==> src/sv/efwd_pkg.sv <==
`default_nettype none

package efwd_pkg;

  localparam int NUM_WORKERS = 16;
  localparam int WIDX_W      = $clog2(NUM_WORKERS);
  localparam int RATE_W      = 7;
  localparam int COUNT_W     = 7;
  localparam int PROD_W      = RATE_W + COUNT_W;
  localparam int TIME_W      = 32;
  localparam int CFG_W       = 5;
  localparam int STATUS_W    = 2;

  // Accepted range for service rates and item counts
  localparam logic [RATE_W-1:0] RANGE_LO = RATE_W'(1);
  localparam logic [RATE_W-1:0] RANGE_HI = RATE_W'(100);

  localparam logic [RATE_W-1:0] RATE_RESET = RATE_W'(1);

  typedef enum logic {
    REQ_LOAD_RATE = 1'b0,
    REQ_JOB       = 1'b1
  } req_e;

  typedef enum logic [STATUS_W-1:0] {
    STATUS_OK        = 2'd0,
    STATUS_BAD_COUNT = 2'd1,
    STATUS_SATURATED = 2'd2
  } status_e;

  typedef struct packed {
    logic [RATE_W-1:0] rate;
    logic [TIME_W-1:0] free_time;
  } entry_t;

  typedef struct packed {
    logic              we;
    logic [WIDX_W-1:0] addr;
    entry_t            data;
  } wr_req_t;

  typedef struct packed {
    logic              valid;
    logic [WIDX_W-1:0] worker;
    logic [TIME_W-1:0] finish;
    logic [TIME_W-1:0] makespan;
    status_e           status;
  } result_t;

endpackage

`default_nettype wire

==> src/sv/efwd_table.sv <==
`default_nettype none

module efwd_table (
  input  logic                         clk_i,
  input  logic                         rst_ni,
  input  logic [efwd_pkg::WIDX_W-1:0]  rd_addr_i,
  output efwd_pkg::entry_t             rd_data_o,
  input  efwd_pkg::wr_req_t            wr_i
);
  import efwd_pkg::*;

  entry_t                 mem_q [NUM_WORKERS];
  entry_t                 rd_data_q;
  logic [NUM_WORKERS-1:0] vld_q;
  logic                   rd_vld_q;

  // Storage array, one write and one registered read per cycle
  always_ff @(posedge clk_i) begin
    if (wr_i.we) begin
      mem_q[wr_i.addr] <= wr_i.data;
    end
    rd_data_q <= mem_q[rd_addr_i];
  end

  // Entries never written read as their reset value
  always_ff @(posedge clk_i or negedge rst_ni) begin
    if (!rst_ni) begin
      vld_q    <= '0;
      rd_vld_q <= 1'b0;
    end else begin
      if (wr_i.we) begin
        vld_q[wr_i.addr] <= 1'b1;
      end
      rd_vld_q <= vld_q[rd_addr_i];
    end
  end

  always_comb begin
    if (rd_vld_q) begin
      rd_data_o = rd_data_q;
    end else begin
      rd_data_o.rate      = RATE_RESET;
      rd_data_o.free_time = '0;
    end
  end

endmodule

`default_nettype wire

==> src/sv/efwd_sched.sv <==
`default_nettype none

module efwd_sched (
  input  logic                          clk_i,
  input  logic                          rst_ni,
  input  logic [efwd_pkg::CFG_W-1:0]    active_workers_i,
  input  logic                          in_valid_i,
  output logic                          in_stall_o,
  input  logic                          req_type_i,
  input  logic [efwd_pkg::WIDX_W-1:0]   worker_index_i,
  input  logic [efwd_pkg::RATE_W-1:0]   service_rate_i,
  input  logic [efwd_pkg::COUNT_W-1:0]  item_count_i,
  output logic [efwd_pkg::WIDX_W-1:0]   rd_addr_o,
  input  efwd_pkg::entry_t              rd_data_i,
  output efwd_pkg::wr_req_t             wr_o,
  output efwd_pkg::result_t             res_o,
  input  logic                          res_ready_i
);
  import efwd_pkg::*;

  typedef enum logic [4:0] {
    ST_IDLE = 5'b00001,
    ST_SCAN = 5'b00010,
    ST_MUL  = 5'b00100,
    ST_ADD  = 5'b01000,
    ST_OUT  = 5'b10000
  } state_e;

  state_e              state_q, state_d;
  logic [WIDX_W-1:0]   cmp_idx_q, cmp_idx_d;
  logic [WIDX_W-1:0]   last_idx_q, last_idx_d;
  logic [COUNT_W-1:0]  count_q, count_d;
  logic [WIDX_W-1:0]   best_idx_q, best_idx_d;
  logic [TIME_W-1:0]   best_free_q, best_free_d;
  logic [RATE_W-1:0]   best_rate_q, best_rate_d;
  logic [PROD_W-1:0]   prod_q, prod_d;
  logic [WIDX_W-1:0]   res_worker_q, res_worker_d;
  logic [TIME_W-1:0]   res_finish_q, res_finish_d;
  status_e             res_status_q, res_status_d;
  logic [TIME_W-1:0]   makespan_q, makespan_d;

  logic [CFG_W-1:0]    n_eff;
  logic [TIME_W:0]     sum;
  logic [TIME_W-1:0]   finish;
  logic                rate_ok, count_ok, idx_ok;

  always_comb begin
    if (active_workers_i == '0) begin
      n_eff = CFG_W'(1);
    end else if (32'(active_workers_i) > NUM_WORKERS) begin
      n_eff = CFG_W'(NUM_WORKERS);
    end else begin
      n_eff = active_workers_i;
    end
  end

  assign rate_ok  = (service_rate_i >= RANGE_LO) && (service_rate_i <= RANGE_HI);
  assign count_ok = (item_count_i >= RANGE_LO) && (item_count_i <= RANGE_HI);
  assign idx_ok   = 32'(worker_index_i) < NUM_WORKERS;

  assign sum    = {1'b0, best_free_q} + (TIME_W + 1)'(prod_q);
  assign finish = sum[TIME_W] ? '1 : sum[TIME_W-1:0];

  assign in_stall_o = (state_q != ST_IDLE);

  always_comb begin
    state_d      = state_q;
    cmp_idx_d    = cmp_idx_q;
    last_idx_d   = last_idx_q;
    count_d      = count_q;
    best_idx_d   = best_idx_q;
    best_free_d  = best_free_q;
    best_rate_d  = best_rate_q;
    prod_d       = prod_q;
    res_worker_d = res_worker_q;
    res_finish_d = res_finish_q;
    res_status_d = res_status_q;
    makespan_d   = makespan_q;
    rd_addr_o    = '0;
    wr_o         = '0;
    res_o        = '0;

    case (state_q)
      ST_IDLE: begin
        if (in_valid_i) begin
          if (req_type_i == REQ_LOAD_RATE) begin
            if (rate_ok && idx_ok) begin
              wr_o.we             = 1'b1;
              wr_o.addr           = worker_index_i;
              wr_o.data.rate      = service_rate_i;
              wr_o.data.free_time = '0;
              makespan_d          = '0;
            end
          end else if (!count_ok) begin
            res_worker_d = '0;
            res_finish_d = '0;
            res_status_d = STATUS_BAD_COUNT;
            state_d      = ST_OUT;
          end else begin
            count_d    = item_count_i;
            last_idx_d = WIDX_W'(n_eff - CFG_W'(1));
            cmp_idx_d  = '0;
            state_d    = ST_SCAN;
          end
        end
      end
      ST_SCAN: begin
        // Entry cmp_idx_q is on the read port; fetch the next one
        rd_addr_o = cmp_idx_q + WIDX_W'(1);
        if ((cmp_idx_q == '0) || (rd_data_i.free_time < best_free_q)) begin
          best_idx_d  = cmp_idx_q;
          best_free_d = rd_data_i.free_time;
          best_rate_d = rd_data_i.rate;
        end
        if (cmp_idx_q == last_idx_q) begin
          state_d = ST_MUL;
        end else begin
          cmp_idx_d = cmp_idx_q + WIDX_W'(1);
        end
      end
      ST_MUL: begin
        prod_d  = PROD_W'(count_q) * PROD_W'(best_rate_q);
        state_d = ST_ADD;
      end
      ST_ADD: begin
        wr_o.we             = 1'b1;
        wr_o.addr           = best_idx_q;
        wr_o.data.rate      = best_rate_q;
        wr_o.data.free_time = finish;
        if (finish > makespan_q) begin
          makespan_d = finish;
        end
        res_worker_d = best_idx_q;
        res_finish_d = finish;
        res_status_d = sum[TIME_W] ? STATUS_SATURATED : STATUS_OK;
        state_d      = ST_OUT;
      end
      ST_OUT: begin
        res_o.valid    = 1'b1;
        res_o.worker   = res_worker_q;
        res_o.finish   = res_finish_q;
        res_o.makespan = makespan_q;
        res_o.status   = res_status_q;
        if (res_ready_i) begin
          state_d = ST_IDLE;
        end
      end
      default: begin
        state_d = ST_IDLE;
      end
    endcase
  end

  always_ff @(posedge clk_i or negedge rst_ni) begin
    if (!rst_ni) begin
      state_q    <= ST_IDLE;
      makespan_q <= '0;
    end else begin
      state_q    <= state_d;
      makespan_q <= makespan_d;
    end
  end

  always_ff @(posedge clk_i) begin
    cmp_idx_q    <= cmp_idx_d;
    last_idx_q   <= last_idx_d;
    count_q      <= count_d;
    best_idx_q   <= best_idx_d;
    best_free_q  <= best_free_d;
    best_rate_q  <= best_rate_d;
    prod_q       <= prod_d;
    res_worker_q <= res_worker_d;
    res_finish_q <= res_finish_d;
    res_status_q <= res_status_d;
  end

endmodule

`default_nettype wire

==> src/sv/earliest_free_worker_dispatch.sv <==
// Earliest-free worker dispatcher.
// Input channel (in_valid_i / in_stall_o): one request per transfer. A rate
// load (req_type_i = 0) with a rate in range sets one worker's rate, clears its
// free time and the makespan, and gives no result. A job (req_type_i = 1) goes
// to the earliest-free active worker (lowest index on a tie); one result each.
// Output channel (out_valid_o / out_stall_i): assigned worker, finish time,
// running makespan and status, held in an output register.
// Configuration channel (cfg_valid_i / cfg_ready_o): writes active_workers;
// always ready, write only while no request is in flight.
// Sequence: a rate load writes the worker table directly from the idle state. A
// job scans the active workers (1 to 16) for the earliest free time; the worker
// table sits in one single-port-read memory, so the minimum search reads one
// entry per cycle, then a multiply state and an add state that writes back
// follow. A count outside range goes straight to the output state.
// A stalled receiver holds the output register; the block still takes one
// more request and parks its result until the register frees.
// Reset: all workers rate 1 and free at time 0, makespan 0, active_workers 1.
`default_nettype none

module earliest_free_worker_dispatch (
  input  logic                             clk_i,
  input  logic                             rst_ni,
  input  logic                             cfg_valid_i,
  output logic                             cfg_ready_o,
  input  logic [efwd_pkg::CFG_W-1:0]       cfg_wdata_i,
  input  logic                             in_valid_i,
  output logic                             in_stall_o,
  input  logic                             req_type_i,
  input  logic [efwd_pkg::WIDX_W-1:0]      worker_index_i,
  input  logic [efwd_pkg::RATE_W-1:0]      service_rate_i,
  input  logic [efwd_pkg::COUNT_W-1:0]     item_count_i,
  output logic                             out_valid_o,
  input  logic                             out_stall_i,
  output logic [efwd_pkg::WIDX_W-1:0]      assigned_worker_o,
  output logic [efwd_pkg::TIME_W-1:0]      finish_time_o,
  output logic [efwd_pkg::TIME_W-1:0]      makespan_o,
  output logic [efwd_pkg::STATUS_W-1:0]    status_o
);
  import efwd_pkg::*;

  logic [CFG_W-1:0]    active_workers_q;
  logic [WIDX_W-1:0]   rd_addr;
  entry_t              rd_data;
  wr_req_t             wr_req;
  result_t             res;
  logic                res_ready;

  logic                out_valid_q;
  logic [WIDX_W-1:0]   out_worker_q;
  logic [TIME_W-1:0]   out_finish_q;
  logic [TIME_W-1:0]   out_makespan_q;
  status_e             out_status_q;

  // Configuration register: always ready, one write per transfer
  assign cfg_ready_o = 1'b1;

  always_ff @(posedge clk_i or negedge rst_ni) begin
    if (!rst_ni) begin
      active_workers_q <= CFG_W'(1);
    end else if (cfg_valid_i && cfg_ready_o) begin
      active_workers_q <= cfg_wdata_i;
    end
  end

  // Worker table: rate and free time for every worker
  efwd_table u_table (
    .clk_i     (clk_i),
    .rst_ni    (rst_ni),
    .rd_addr_i (rd_addr),
    .rd_data_o (rd_data),
    .wr_i      (wr_req)
  );

  // Sequencer: scan for the minimum, multiply-add, write back
  efwd_sched u_sched (
    .clk_i            (clk_i),
    .rst_ni           (rst_ni),
    .active_workers_i (active_workers_q),
    .in_valid_i       (in_valid_i),
    .in_stall_o       (in_stall_o),
    .req_type_i       (req_type_i),
    .worker_index_i   (worker_index_i),
    .service_rate_i   (service_rate_i),
    .item_count_i     (item_count_i),
    .rd_addr_o        (rd_addr),
    .rd_data_i        (rd_data),
    .wr_o             (wr_req),
    .res_o            (res),
    .res_ready_i      (res_ready)
  );

  // Output register: take a new result when empty or being drained
  assign res_ready = !out_valid_q || !out_stall_i;

  always_ff @(posedge clk_i or negedge rst_ni) begin
    if (!rst_ni) begin
      out_valid_q <= 1'b0;
    end else if (res.valid && res_ready) begin
      out_valid_q <= 1'b1;
    end else if (!out_stall_i) begin
      out_valid_q <= 1'b0;
    end
  end

  // Payload holds while the receiver stalls
  always_ff @(posedge clk_i) begin
    if (res.valid && res_ready) begin
      out_worker_q   <= res.worker;
      out_finish_q   <= res.finish;
      out_makespan_q <= res.makespan;
      out_status_q   <= res.status;
    end
  end

  assign out_valid_o       = out_valid_q;
  assign assigned_worker_o = out_worker_q;
  assign finish_time_o     = out_finish_q;
  assign makespan_o        = out_makespan_q;
  assign status_o          = out_status_q;

endmodule

`default_nettype wire

==> config.mk <==
export PLATFORM = sky130hd
export DESIGN_NAME = earliest_free_worker_dispatch
export DESIGN_NICKNAME = d
export VERILOG_FILES = /design/src/sv/efwd_pkg.sv /design/src/sv/efwd_table.sv /design/src/sv/efwd_sched.sv /design/src/sv/earliest_free_worker_dispatch.sv
export SDC_FILE = /design/constraint.sdc
export NUM_CORES = 1
export LEC_CHECK = 0
export ABC_AREA = 1
export BUFFER_PORTS_ARGS = -buffer_cell sky130_fd_sc_hd__buf_2
export CAP_MARGIN = 20
export CELL_PAD_IN_SITES_DETAIL_PLACEMENT = 1
export CELL_PAD_IN_SITES_GLOBAL_PLACEMENT = 2
export CORE_ASPECT_RATIO = 0.9
export CORE_MARGIN = 4
export CORE_UTILIZATION = 37
export DETAILED_ROUTE_END_ITERATION = 7
export GPL_ROUTABILITY_DRIVEN = 0
export GPL_TIMING_DRIVEN = 0
export PLACE_DENSITY_LB_ADDON = 0.1
export RECOVER_POWER = 100
export SYNTH_ARGS = -nofsm -noshare
export SYNTH_HDL_FRONTEND = slang
export SYNTH_HIERARCHICAL = 1
export SYNTH_SLANG_ARGS = --single-unit
==> constraint.sdc <==
create_clock -name clk_i -period 4.5 [get_ports clk_i]
set_input_delay 0.225 -clock clk_i [delete_from_list [all_inputs] [get_ports clk_i]]
set_output_delay 0.225 -clock clk_i [all_outputs]
set_load 0.02 [all_outputs]
==> impl_metrics.py, run 1 <==
metrics = {
    "power_and_ir_drop": {
        "powerDensity_nw_per_um2": 542.8,
        "irDropWorstVdd_mv": 0.4133,
        "p_leak_uw": 0.02196,
    },
    "place": {
        "place_area_um2": 45640,
        "place_hpwl_mm": 105.4,
        "port_buffers": 100,
    },
    "drt": {
        "drt_iter0_markers": 2651,
        "ant_nets": 0,
        "drt-total-wl_mm": 144.0,
        "drc_errors": 0,
        "wire_per_inst_um": 23.38,
        "avgViaCountPerCell": 4.945,
        "vias": 30470,
        "drtPass1Iterations": 6,
    },
    "yosys": {
        "yosysWarningCount": 6,
        "synth_area_um2": 42190,
        "synth_edf_count": 804,
        "synthTopCellsByArea": "edfxtp_1 (57%), nand2_1 (11%), inv_1 (7.3%), nand3_1 (6.7%), dfrtp_1 (3.4%)",
        "yosysTopAreaCellShare_pct": 57.23,
        "ys_ff_latch": 903,
        "syn_nets": 4443,
        "syn_avg_cell_area_um2": 9.864,
        "yosysUniqueCellTypes": 48,
        "synth_top_flop_cell": "edfxtp_1",
        "async_reset_ff_share_pct": 6.645,
        "syn_inst": 4277,
        "synth_top_area_cell": "edfxtp_1",
        "yosysSeqAreaShare_pct": 62.64,
    },
    "floorplan": {
        "fp-row-count": 117,
        "start_util_pct": 37.28,
        "die_x_um": 363.9,
        "dieHeight_um": 328.3,
        "ios": 102,
        "die-area_um2": 119500,
        "core-area_um2": 113200,
    },
    "clock_tree": {
        "clock_latency_ns": 0.72,
        "tritoncts": "built",
        "htree_levels": 3,
        "cts_sinks": 903,
        "clk_pin_slew_ns": 0.06,
        "cts_root_buffer": "clkbuf_16",
        "clock_path_buffers": 3,
        "numCtsBuffers": 99,
    },
    "hold_path": {
        "hold_class": "in -> reg",
    },
    "grt": {
        "grt_use_total_pct": 24.06,
        "grt_max_degree": 55,
        "antenna_found_initial": 2,
        "grt_pass1_vias": 30520,
        "grt_pass1_wl_mm": 207.9,
        "overflow": 0,
    },
    "layout": {
        "nets": 4756,
        "final_area_um2": 48880,
        "antenna_cells": 0,
        "drive_gt1_share_pct": 8.258,
        "syn2layout_area_growth_pct": 15.87,
        "fillers": 12720,
    },
    "setup_path": {
        "worst_setup_path_end_kind": "flop",
        "crit_fanout": 17,
        "worstPathRequired_ns": 4.85,
        "startpoint_type": "flop",
        "path_class": "reg -> reg",
        "arrival_ns": 4.71,
    },
    "outcome": {
        "status": "finished, violations left",
        "violations": "max-capacitance violations, max-slew violations",
    },
    "sta": {
        "hold_viol_final": 0,
        "post-route-min-period_ns": 4.356,
        "slew_headroom_pct": -136.6,
        "hold_ws_ns": 0.1387,
        "setup_viol": 0,
        "finalCritPeriodShare_pct": 96.81,
        "fmax_mhz": 229.5,
        "finClkSkew_ns": 0.03526,
        "worst_pin_slew_ns": 3.549,
        "final_max_slew_viol_count": 184,
    },
    "flow_run": {
        "max_cap_violations": 9,
    },
}
[area by class of cell]
type | instances | area [um^2] | share of cell area [%]
sequential | 903 | 26430 | 54.07
multi-input combinational | 2365 | 11600 | 23.74
inverter | 839 | 3154 | 6.453
tap | 1487 | 1861 | 3.806
buffer | 166 | 1037 | 2.122
clock buffer | 133 | 2706 | 5.537
timing repair buffer | 216 | 1509 | 3.087
clock inverter | 52 | 581.8 | 1.190
[cell usage in the layout (no fill, tap or decap), types with 9 or more instances in the layout]
cell type	count
a21oi_1	64
buf_1	15
buf_2	87
buf_4	22
buf_6	44
bufinv_16	10
clkbuf_1	165
clkbuf_16	100
clkbuf_2	14
clkbuf_4	13
clkinv_1	21
clkinv_2	17
dfrtp_1	58
dfxtp_1	39
dlygate4sd3_1	28
edfxtp_1	804
fa_1	24
ha_1	111
inv_1	827
nand2_1	1284
nand3_1	571
nand4_1	18
nor2_1	153
nor3_1	9
o21ai_0	39
xnor2_1	10
xor2_1	18
[flip-flops by register name (all words and copies together), names as in the netlist, 2 cells and up]
signal / count
u_sched/res_finish_q: 32
u_sched/best_free_q: 32
u_sched/cmp_idx_q: 4
u_sched/state_q: 5
u_sched/res_worker_q: 4
finish_time_o: 32
active_workers_q: 5
u_table/vld_q: 16
u_table/rd_data_q: 39
u_sched/best_rate_q: 7
u_sched/count_q: 7
u_table/mem_q: 624
u_sched/makespan_q: 32
u_sched/res_status_q: 2
u_sched/best_idx_q: 4
assigned_worker_o: 4
u_sched/last_idx_q: 4
u_sched/prod_q: 14
status_o: 2
makespan_o: 32
[path summary, 6_finish.rpt]
path                                                      to                      startpoint  cells after the start  slack, ns
setup / recovery             u_table/mem_q[15][12]$_DFFE_PP_  u_sched/state_q[2]$_DFFE_PN0P_                     10       0.14
hold / removal               u_table/mem_q[14][35]$_DFFE_PP_               service_rate_i[3]                      3       0.14
setup reg to reg             u_table/mem_q[15][12]$_DFFE_PP_  u_sched/state_q[2]$_DFFE_PN0P_                     10       0.14
hold reg to reg                 u_table/vld_q[1]$_DFFE_PN0P_    u_table/vld_q[1]$_DFFE_PN0P_                      2       0.46
max in group asynchronous  u_sched/makespan_q[6]$_DFFE_PN0P_                          rst_ni                      3       0.85
min in group asynchronous    active_workers_q[0]$_DFFE_PN1P_                          rst_ni                      2       0.22
[per-layer routing]
layer | routed length [um] | global-route usage, % | share of wire [%]
met2 | 65030 | 38.09 | 45
met1 | 67700 | 34.98 | 47
met3 | 8037 | 3.741 | 5.6
met4 | 3239 | 5.438 | 2.2
met5 | 12 | 0 | 0.0083
[through the flow]
step	instances	power (uW)	setup slack (ns)	setup TNS (ns)	utilization, %
floorplan	4277	15310	0.2634	0	-
global placement	5864	18210	-3.185	-1845.88	39.37
detailed placement	5912	18450	-0.3270	-21.02	40.33
CTS	6132	26830	-0.2180	-7.597	43.59
global route	6161	28100	-0.003425	-0.004415	43.20
finish	6161	26530	0.1436	0	43.20
[kinds of logic (layout without fill, tap and decap cells)]
group	count (synthesis)	after routing	share of synthesized area (%)
and+or+nand+nor	2072	2074	20.67
buffers and inverters	1011	1406	9.980
DFF	903	903	62.64
adders and majority gates	137	137	4.508
AOI/OAI and AO/OA	124	124	1.590
xor gates and xnor gates	29	29	0.6021
other	1	1	0.008889
[report_power, final]
| group | internal, uW | switching (uW) |
|---|---|---|
| sequential | 10100 | 442 |
| combinational | 2390 | 5370 |
| clock | 4810 | 3460 |
| total | 17300 | 9270 |
[cells in the mapped netlist (2+ instances only)]
library cell / instances
o21bai_1: 2
buf_4: 3
edfxtp_1: 804
nor3_1: 9
nand2_4: 2
o211ai_1: 3
dfxtp_1: 39
clkinv_1: 5
nor4_1: 3
nand3b_1: 3
inv_1: 826
nor2_1: 159
fa_1: 25
nand2_1: 1285
nand4_1: 18
inv_2: 6
xor2_1: 18
inv_4: 2
ha_1: 112
a21oi_1: 64
a21oi_2: 2
nand3_1: 565
clkbuf_1: 38
dfstp_2: 2
o21a_1: 4
and2_1: 3
o21ai_0: 40
dfrtp_1: 58
buf_1: 15
buf_2: 76
nor2_2: 5
o22ai_1: 4
nand3_2: 13
buf_6: 39
xnor2_1: 11
nand2_2: 2
[worst max-delay path: stages, from the launching register on]
cell and delay [ns]:
dfrtp_1 0.42, inv_1 0.12, nand2_1 0.11, nor4_2 0.50, nand3_1 0.47, clkbuf_1 0.39, o22ai_1 0.51, nand3_2 0.44
nor2_1 0.41, buf_16 0.21, buf_4 0.37
[timing repair]
action | 4_1_cts | 5_1_grt
setup endpoints to repair | 170 | 246
gates resized for setup | 8 | 17
pin swaps | 4 | 9
buffers inserted | 9 | 30
hold buffers | 28 | 0
hold endpoints to repair | 87 | 0
gates cloned | 0 | 2
Note: power is estimated with default switching activity, not from simulation.
==> run 2: changes to the inputs <==
BUFFER_PORTS_ARGS = not set   (was -buffer_cell sky130_fd_sc_hd__buf_2)
CORE_UTILIZATION = 38   (was 37)
DONT_BUFFER_PORTS = 1   (was not set)
==> run 2 against run 1 <==
Net effect:
- the run still ends with max-capacitance violations, max-slew violations left
- via count is 0.82% lower
- die area down 2.6%
- clock power grew 0.8%
- sequential share of layout area hardly changed
- final area barely moved
- wire length up 0.41%
- critical path type unchanged
- critical endpoint is now u_table/mem_q[12][13]$_DFFE_PP_
- largest power group unchanged
==> impl_metrics.py, run 2 (same netlist as run 1, synthesis figures left out) <==
metrics = {
    "outcome": {
        "status": "finished, violations left",
        "violations": "max-capacitance violations, max-slew violations",
    },
    "place": {
        "place_area_um2": 45090,
        "post-place-ws_ns": -0.2797,
        "place_hpwl_mm": 103.9,
        "port_buffers": 0,
        "dpl.cell_count": 5788,
    },
    "layout": {
        "final_common_cell": "nand2_1",
        "nets": 4638,
        "post-route-util_pct": 44.51,
        "final_cells": 6022,
        "final_area_um2": 48860,
        "drive_gt1_share_pct": 8.860,
        "antenna_cells": 0,
        "largest_reg_flops": 624,
        "reg_top3": "u_table/mem_q (624), u_table/rd_data_q (39)",
        "syn2layout_area_growth_pct": 15.83,
        "layout_common_cells": "nand2_1 (1285), inv_1 (828), edfxtp_1 (804)",
        "top_register": "u_table/mem_q",
    },
    "floorplan": {
        "fp-row-count": 115,
        "die-area_um2": 116400,
        "start_util_pct": 38.43,
        "core-area_um2": 109800,
        "dieHeight_um": 324.1,
        "ios": 102,
        "die_x_um": 359.2,
    },
    "setup_path": {
        "reg2reg_to": "u_table/mem_q[12][13]$_DFFE_PP_",
        "r2r_cells": 9,
        "path_class": "reg -> reg",
        "startpoint_type": "flop",
        "crit_end": "u_table/mem_q[12][13]$_DFFE_PP_",
        "reg2reg_slack_ns": 0.09,
        "worstPathRequired_ns": 4.90,
        "cp-startpoint": "u_sched/state_q[2]$_DFFE_PN0P_",
        "arrival_ns": 4.80,
        "worst_setup_path_end_kind": "flop",
        "crit_fanout": 20,
        "r2r-start": "u_sched/state_q[2]$_DFFE_PN0P_",
    },
    "sta": {
        "post-route-min-period_ns": 4.408,
        "slew_headroom_pct": -142.8,
        "setup_viol": 0,
        "hold_viol_final": 0,
        "rsz0062_at_grt": "yes",
        "finClkSkew_ns": 0.03092,
        "finalCritPeriodShare_pct": 97.95,
        "fmax_mhz": 226.9,
        "final_max_slew_viol_count": 88,
        "hold_ws_ns": 0.04982,
        "worst_pin_slew_ns": 3.642,
        "setup_slack_ns": 0.09212,
    },
    "grt": {
        "antenna_found_initial": 3,
        "grt_pass1_vias": 30390,
        "grt_use_total_pct": 24.65,
        "overflow": 0,
        "grt_pass1_wl_mm": 209.6,
        "grt_max_degree": 61,
    },
    "power_and_ir_drop": {
        "switchingPower_uw": 9326,
        "swShare_pct": 35.08,
        "irDropWorstVdd_mv": 0.3901,
        "pwr-share-seq_pct": 40.0,
        "clockPowerShare_pct": 31.4,
        "p_int_uw": 17260,
        "powerDensity_nw_per_um2": 544.1,
        "p_leak_uw": 0.02190,
        "p_comb_share_pct": 28.7,
    },
    "drt": {
        "vias": 30220,
        "drc_errors": 0,
        "drt-total-wl_mm": 144.6,
        "avgViaCountPerCell": 5.018,
        "drtPass1Iterations": 5,
        "drt_iter0_markers": 2561,
        "wire_per_inst_um": 24.01,
        "ant_nets": 0,
    },
    "clock_tree": {
        "cts_root_buffer": "clkbuf_16",
        "htree_levels": 3,
        "numCtsBuffers": 102,
        "tritoncts": "built",
        "clock_path_buffers": 3,
        "clock_latency_ns": 0.72,
        "clk_pin_slew_ns": 0.06,
        "cts_sinks": 903,
    },
    "flow_run": {
        "max_cap_violations": 3,
    },
    "hold_path": {
        "hold_class": "in -> reg",
    },
}
==> run 2: cell count changes in the layout (fill, tap and decap cells not counted), moves of 8 or more <==
| cell | change |
|---|---|
| a21oi_1 | -8 |
| buf_12 | +20 |
| buf_2 | -19 |
| clkbuf_1 | -94 |
| clkbuf_2 | -14 |
| clkbuf_4 | -11 |
| nand3_1 | -13 |
| nand3_2 | +14 |
| nor2_1 | -13 |
| nor2_4 | +10 |
==> run 2: what timing repair did <==
| item | in CTS | in global routing |
|---|---|---|
| hold buffers | 23 | 0 |
| gates resized for setup | 5 | 18 |
| cloned | 2 | 0 |
| buffers inserted | 3 | 19 |
| setup endpoints to repair | 87 | 239 |
| endpoints found under the hold margin | 126 | 0 |
| pin swaps | 5 | 3 |
==> run 2: how the worst min path moves through the flow <==
stage / from / slack [ns] / depth (start not counted) / to
final: item_count_i[5] / 0.05 / 3 / u_sched/state_q[1]$_DFFE_PN0P_
after global routing: item_count_i[5] / 0.10 / 3 / u_sched/state_q[1]$_DFFE_PN0P_
after CTS: item_count_i[5] / 0.002 / 3 / u_sched/state_q[1]$_DFFE_PN0P_
after detailed placement: rst_ni / -0.07 / 0 / active_workers_q[3]$_DFFE_PN0P_
after global placement: rst_ni / -0.07 / 0 / active_workers_q[3]$_DFFE_PN0P_
after floorplan: rst_ni / -0.07 / 0 / active_workers_q[1]$_DFFE_PN0P_
==> run 2: layout make-up <==
cell class	count	area [um^2]
Buffer	166	1046
Clock buffer	148	2909
Clock inverter	44	419.2
Fill cell	12150	60920
Inverter	839	3154
Multi-Input combinational cell	2365	11780
Sequential cell	903	26430
Tap cell	1462	1829
Timing Repair Buffer	95	1296
==> run 2: critical path: stages (launching register included) <==
cell and delay [ns]:
dfrtp_1 0.41, inv_1 0.11, nand2_1 0.14, nor4_4 0.36, nand3_1 0.44, nand2_1 0.44, buf_2 0.49, nand2_1 0.43
nor2_4 0.94, buf_12 0.28
==> run 2: metal layers <==
metal | up-vias | global-route usage (%) | routed length, um
li1 | 14080 | - | -
met3 | 172 | 3.271 | 7474
met5 | - | 0 | 18
met1 | 15220 | 35.73 | 68180
met4 | 2 | 6.054 | 3262
met2 | 744 | 39.52 | 65680
==> run 2: stage by stage <==
step	TNS, ns	total power, uW
finish	0	26590
floorplan	0	15310
CTS	0	26770
global route	-0.07218	28050
detailed placement	-8.376	18310
global placement	-1946.19	18080
==> run 2: power by group through the flow <==
stage,Combinational [uW],Clock (uW),Sequential (uW)
2_1_floorplan,4790,0,10500
3_3_place_gp,7250,0,10800
3_5_place_dp,7530,0,10800
4_1_cts,7620,8530,10600
5_1_grt,8510,8880,10700
6_report,7620,8340,10600
